===== config.mk =====
export PLATFORM = sky130hd
export DESIGN_NAME = tws_ctrl
export DESIGN_NICKNAME = d
export VERILOG_FILES = /design/src/sv/tws_pkg.sv /design/src/sv/tws_ctrl.sv
export SDC_FILE = /design/constraint.sdc
export NUM_CORES = 1
export LEC_CHECK = 0
export ABC_AREA = 1
export BUFFER_PORTS_ARGS = -buffer_cell sky130_fd_sc_hd__buf_2
export CORE_AREA = 2 2 39 41
export CTS_CLUSTER_SIZE = 8
export DETAILED_ROUTE_END_ITERATION = 6
export DIE_AREA = 0 0 41 43
export SLEW_MARGIN = 5
export SYNTH_ARGS = -nofsm -noshare
export SYNTH_HDL_FRONTEND = slang
export SYNTH_SLANG_ARGS = --single-unit

===== constraint.sdc =====
create_clock -name i_clk -period 1 [get_ports i_clk]
set_input_delay 0.2 -clock i_clk [delete_from_list [all_inputs] [get_ports i_clk]]
set_output_delay 0.2 -clock i_clk [all_outputs]
set_load 0.005 [all_outputs]

===== src/sv/tws_pkg.sv =====
`default_nettype none

package tws_pkg;

    localparam int NODE_COUNT    = 1024;
    localparam int ALPHABET_SIZE = 26;
    localparam int NODE_W        = $clog2(NODE_COUNT);
    localparam int COUNT_W       = $clog2(NODE_COUNT + 1);
    localparam int LIDX_W        = (ALPHABET_SIZE > 1) ? $clog2(ALPHABET_SIZE) : 1;
    localparam int LETTER_W      = 5;

    typedef enum logic {
        CMD_INSERT = 1'b0,
        CMD_SEARCH = 1'b1
    } t_command;

    typedef logic [ALPHABET_SIZE-1:0][NODE_W-1:0] t_row;

    typedef enum logic [2:0] {
        S_CLEAR,
        S_IDLE,
        S_EXEC,
        S_MREAD,
        S_FINISH
    } t_state;

    typedef struct packed {
        logic accept;
        logic exec;
        logic mark_rd;
        logic finish;
        logic clear;
    } t_dp_cmd;

    typedef struct packed {
        logic clr_done;
        logic item_ends;
        logic out_free;
    } t_dp_stat;

endpackage

`default_nettype wire


===== src/sv/tws_ctrl.sv =====
`default_nettype none

module tws_ctrl (
    input  wire logic               i_clk,
    input  wire logic               i_rst_n,
    input  wire logic               i_valid,
    output logic                    o_stall,
    input  wire tws_pkg::t_dp_stat  i_stat,
    output tws_pkg::t_dp_cmd        o_cmd
);

    tws_pkg::t_state r_state;
    tws_pkg::t_state n_state;

    always_ff @(posedge i_clk) begin
        if (!i_rst_n) begin
            r_state <= tws_pkg::S_CLEAR;
        end else begin
            r_state <= n_state;
        end
    end

    always_comb begin
        n_state = r_state;
        unique case (r_state)
            tws_pkg::S_CLEAR: begin
                if (i_stat.clr_done) n_state = tws_pkg::S_IDLE;
            end
            tws_pkg::S_IDLE: begin
                if (i_valid) n_state = tws_pkg::S_EXEC;
            end
            tws_pkg::S_EXEC: begin
                if (i_stat.item_ends) begin
                    n_state = tws_pkg::S_MREAD;
                end else begin
                    n_state = tws_pkg::S_IDLE;
                end
            end
            tws_pkg::S_MREAD: begin
                n_state = tws_pkg::S_FINISH;
            end
            tws_pkg::S_FINISH: begin
                if (i_stat.out_free) n_state = tws_pkg::S_IDLE;
            end
            default: begin
                n_state = tws_pkg::S_CLEAR;
            end
        endcase
    end

    always_comb begin
        o_cmd   = '0;
        o_stall = 1'b1;
        unique case (r_state)
            tws_pkg::S_CLEAR: begin
                o_cmd.clear = 1'b1;
            end
            tws_pkg::S_IDLE: begin
                o_stall      = 1'b0;
                o_cmd.accept = i_valid;
            end
            tws_pkg::S_EXEC: begin
                o_cmd.exec = 1'b1;
            end
            tws_pkg::S_MREAD: begin
                o_cmd.mark_rd = 1'b1;
            end
            tws_pkg::S_FINISH: begin
                o_cmd.finish = i_stat.out_free;
            end
            default: begin
                o_cmd = '0;
            end
        endcase
    end

endmodule

`default_nettype wire


== Word level (Yosys, flattened, before mapping) ==
Cells that the tools add are included.
Word-level totals
  register bits: 3
  input bits: 6
  output and inout bits: 6
  logic and storage cells: 21
Cells by class
  eq/ne operators: 7
  mux-type cells: 11
  reduce and logical (&&, ||, !) cells: 2
Operators with widths (count)
  one-hot mux 3 bit (5 select lines): 1
  2-to-1 mux 3 bit: 3
  equality test 3 x 2 -> 1 bit (second input constant): 2
  2-to-1 mux 1 bit: 6
  inequality test 2 bit (second input constant): 3
  equality test 3 x 1 -> 1 bit (second input constant): 1
  equality test 3 bit (second input constant): 1
  zero test 3 bit: 1
  AND reduction 3 bit: 1
  2-to-1 mux 2 bit: 1

== Logic depth before layout (Yosys ltp) ==
  depth in word-level cells: 3
  mapped depth: 7
  depth with buffers taken out: 7

== Least setup slack after synthesis ==
OpenSTA, ideal clock, no wires.
  kind: flip-flop to output port
  start point: register r_state[1]
  end point: output port o_cmd[1] (netlist bit)
  arrival: 729 ps
  required time: 800 ps
  setup slack: 71 ps
  stages on the path, launching flop included: 4
  path buffers: 0
  path through: dfxtp_1 nor2_2 inv_1 nor3_1
RTL lines
  start, declared: line tws_ctrl.sv:12  | tws_pkg::t_state r_state;
  start signal, assigned: line tws_ctrl.sv:17  | r_state <= tws_pkg::S_CLEAR;
  start signal, assigned: line tws_ctrl.sv:19  | r_state <= n_state;
  end, declared: line tws_ctrl.sv:9  | output tws_pkg::t_dp_cmd o_cmd

==> out/metrics.cfg <==
[die]
die_w_um=41
dieArea_um2=1760
ios=12
die_h_um=43
fp.coreArea_um2=1380
row_count=14
start_util=0.169

[cts]
path_clk_slew_ns=0.04
cts_buffer_depth=2
hold_buffers=0
cts_tree=built
htree_levels=1
numCtsBuffers=3
cts.sinks=3
root_buffer=clkbuf_4
clk_latency_ns=0.24

[cells_and_area]
layout_commonest_cell=buf_2
n_fill_cell=143
final_cell_area_um2=467
stdcell_count=75
top_regs=r_state x3
largest_register_ffs=3
final_cell_mix=buf_2, inv_1, buf_4
diodes=0
final_nets=66
drive_above_1_share=0.712
areaGrowthSynthToFinish_pct=99.5
top_register=r_state

[setup_path]
r2r-start=r_state[1]
cp_top_family=flip-flops
reg2reg_to=r_state[1]
cp-end-kind=output port
slowest_delay_ns=0.35
path_cells=inv_2 > nor2_4 > nand2_2 > nor2_1 > buf_2
worstSetupPathType=flip-flop to output port
reg2regPathDepth=7
r2r_slack_ns=-0.06
path_buf_inv=2
crit_arrival_ns=0.99
startpoint_type=flip-flop
crit_slowest_cell=dfxtp_4
worst-path-max-fanout=3
startpoint=r_state[0]
cp.required_ns=0.80

[pwr]
p_sw_frac=0.345
pwr_density_cell_nw_per_um2=1540
fin_total_pwr_mw=0.718
power.internal_mw=0.471
p_leak_nw=0.248
comb_power_share=0.477
p_seq_frac=0.224
ir_drop_mv=0.509
p_switching_mw=0.248
clkPwrFrac=0.299

[synth]
syn_inst=35
syn_nets=41
seq_area_frac_synth=0.257
synth_area_um2=234
yosys_warnings=0
avgSynthCellArea_um2=6.68
yosysUniqueCellTypes=13
synth_seq_cells=3

[grt]
grt_max_degree=5
grt_usage=0.0921
grt_first_pass_wirelength_um=1040
antenna_found_initial=0
grt_pass1_vias=248
overflow=0

[worst_hold_path]
hold_depth=3
min_from=i_rst_n
hold_class=input port to flip-flop
min_to=r_state[1]

[sta]
rsz0062_at_grt=true
max_slew.worst_pin.slew_ns=0.142
fin_crit_ns=1.19
period_share=1.19
finalSetupViolCount=8
max_freq_mhz=843
drv_slew=0
fin_ws_ns=-0.186
skew_ns=0.00129
slew_headroom=0.905
hold_viol_final=0
fin_setup_tns_ns=-0.982

[outcome]
violations=negative setup slack
status=finished with violations

[placed_design]
dp_cells=66
place_area_um2=339
numPortBuffers=11
post-dp-hpwl_um=438
dpl_worst_slack_ns=-0.0182
place_congestion=0.703

[route]
num_vias=303
routedWlPerCell_um=8.53
drtPass1Iterations=1
routed_wl_um=640
via_per_inst=4.04
drtAntennaViolNets=0
drc=0
drt_iter0_markers=0

[run]
cap_violations=0

## metal layers
layer	part of all wire	vias up	track usage
li1	-	158	-
met1	0.35	136	0.0924
met2	0.56	7	0.141
met3	0.056	2	0.0471
met4	0.030	0	0.0600
met5	0	-	0
## cell type report
cell class                      count  area, µm²  area share
Sequential cell                     3       68.8       0.147
Multi-Input combinational cell     22        178       0.381
Timing Repair Buffer               20        134       0.287
Tap cell                           16       20.0      0.0429
Clock buffer                        4       26.3      0.0563
Inverter                           10       40.0      0.0858
## timing repair
| item | 4_1_cts | 5_1_grt |
|---|---|---|
| setup endpoints to repair | 7 | 9 |
| resized for setup | 10 | 7 |
| endpoints found under the hold margin | 0 | 0 |
| setup buffers | 5 | 0 |
| pin swaps | 1 | 1 |
## synth_stat cells
cell type / number / area share
nand4_1: 1 / 0.027
nand3_2: 5 / 0.21
nand2_1: 5 / 0.080
dfxtp_1: 3 / 0.26
nor2_2: 2 / 0.053
nand2_2: 1 / 0.027
nor3_1: 1 / 0.021
nand3_1: 1 / 0.021
a211oi_2: 1 / 0.053
nor2_1: 4 / 0.064
a21oi_1: 1 / 0.021
inv_1: 7 / 0.11
inv_2: 3 / 0.048
## power by group through the flow
stage,registers (mW),logic [mW],clock network (mW)
after CTS,0.159,0.327,0.219
after detailed placement,0.156,0.237,0
after global routing,0.167,0.378,0.240
final,0.161,0.343,0.215
after floorplan,0.157,0.134,0
after global placement,0.157,0.230,0
## logic make-up after synthesis
family                 share of synthesized area
AND/OR/NAND/NOR                            0.508
buffers and inverters                      0.160
flip-flops                                 0.257
AO/OA/AOI/OAI                             0.0748
## through the flow
step / utilization / hold WS (ns)
final: 0.337 / 0.232
after global routing: 0.337 / 0.235
after CTS: 0.320 / 0.227
after detailed placement: 0.245 / 0.483
after global placement: 0.245 / 0.477
after floorplan: - / 0.349
## worst register-to-register path, stage by stage, from the launching register on
cell     delay, ns
dfxtp_2       0.36
nor2_2        0.05
buf_4         0.12
buf_6         0.12
nand3_4       0.08
nand3_2       0.08
nor2_1        0.11
nor2_1        0.04
## worst max path at each step
stage	end	cells past startpoint
after floorplan	o_cmd[1]	3
after global placement	o_cmd[4]	5
after detailed placement	o_cmd[4]	5
after CTS	o_cmd[4]	5
after global routing	o_cmd[1]	4
final	o_cmd[4]	5
No activity file was read; power rests on OpenSTA's default activity.
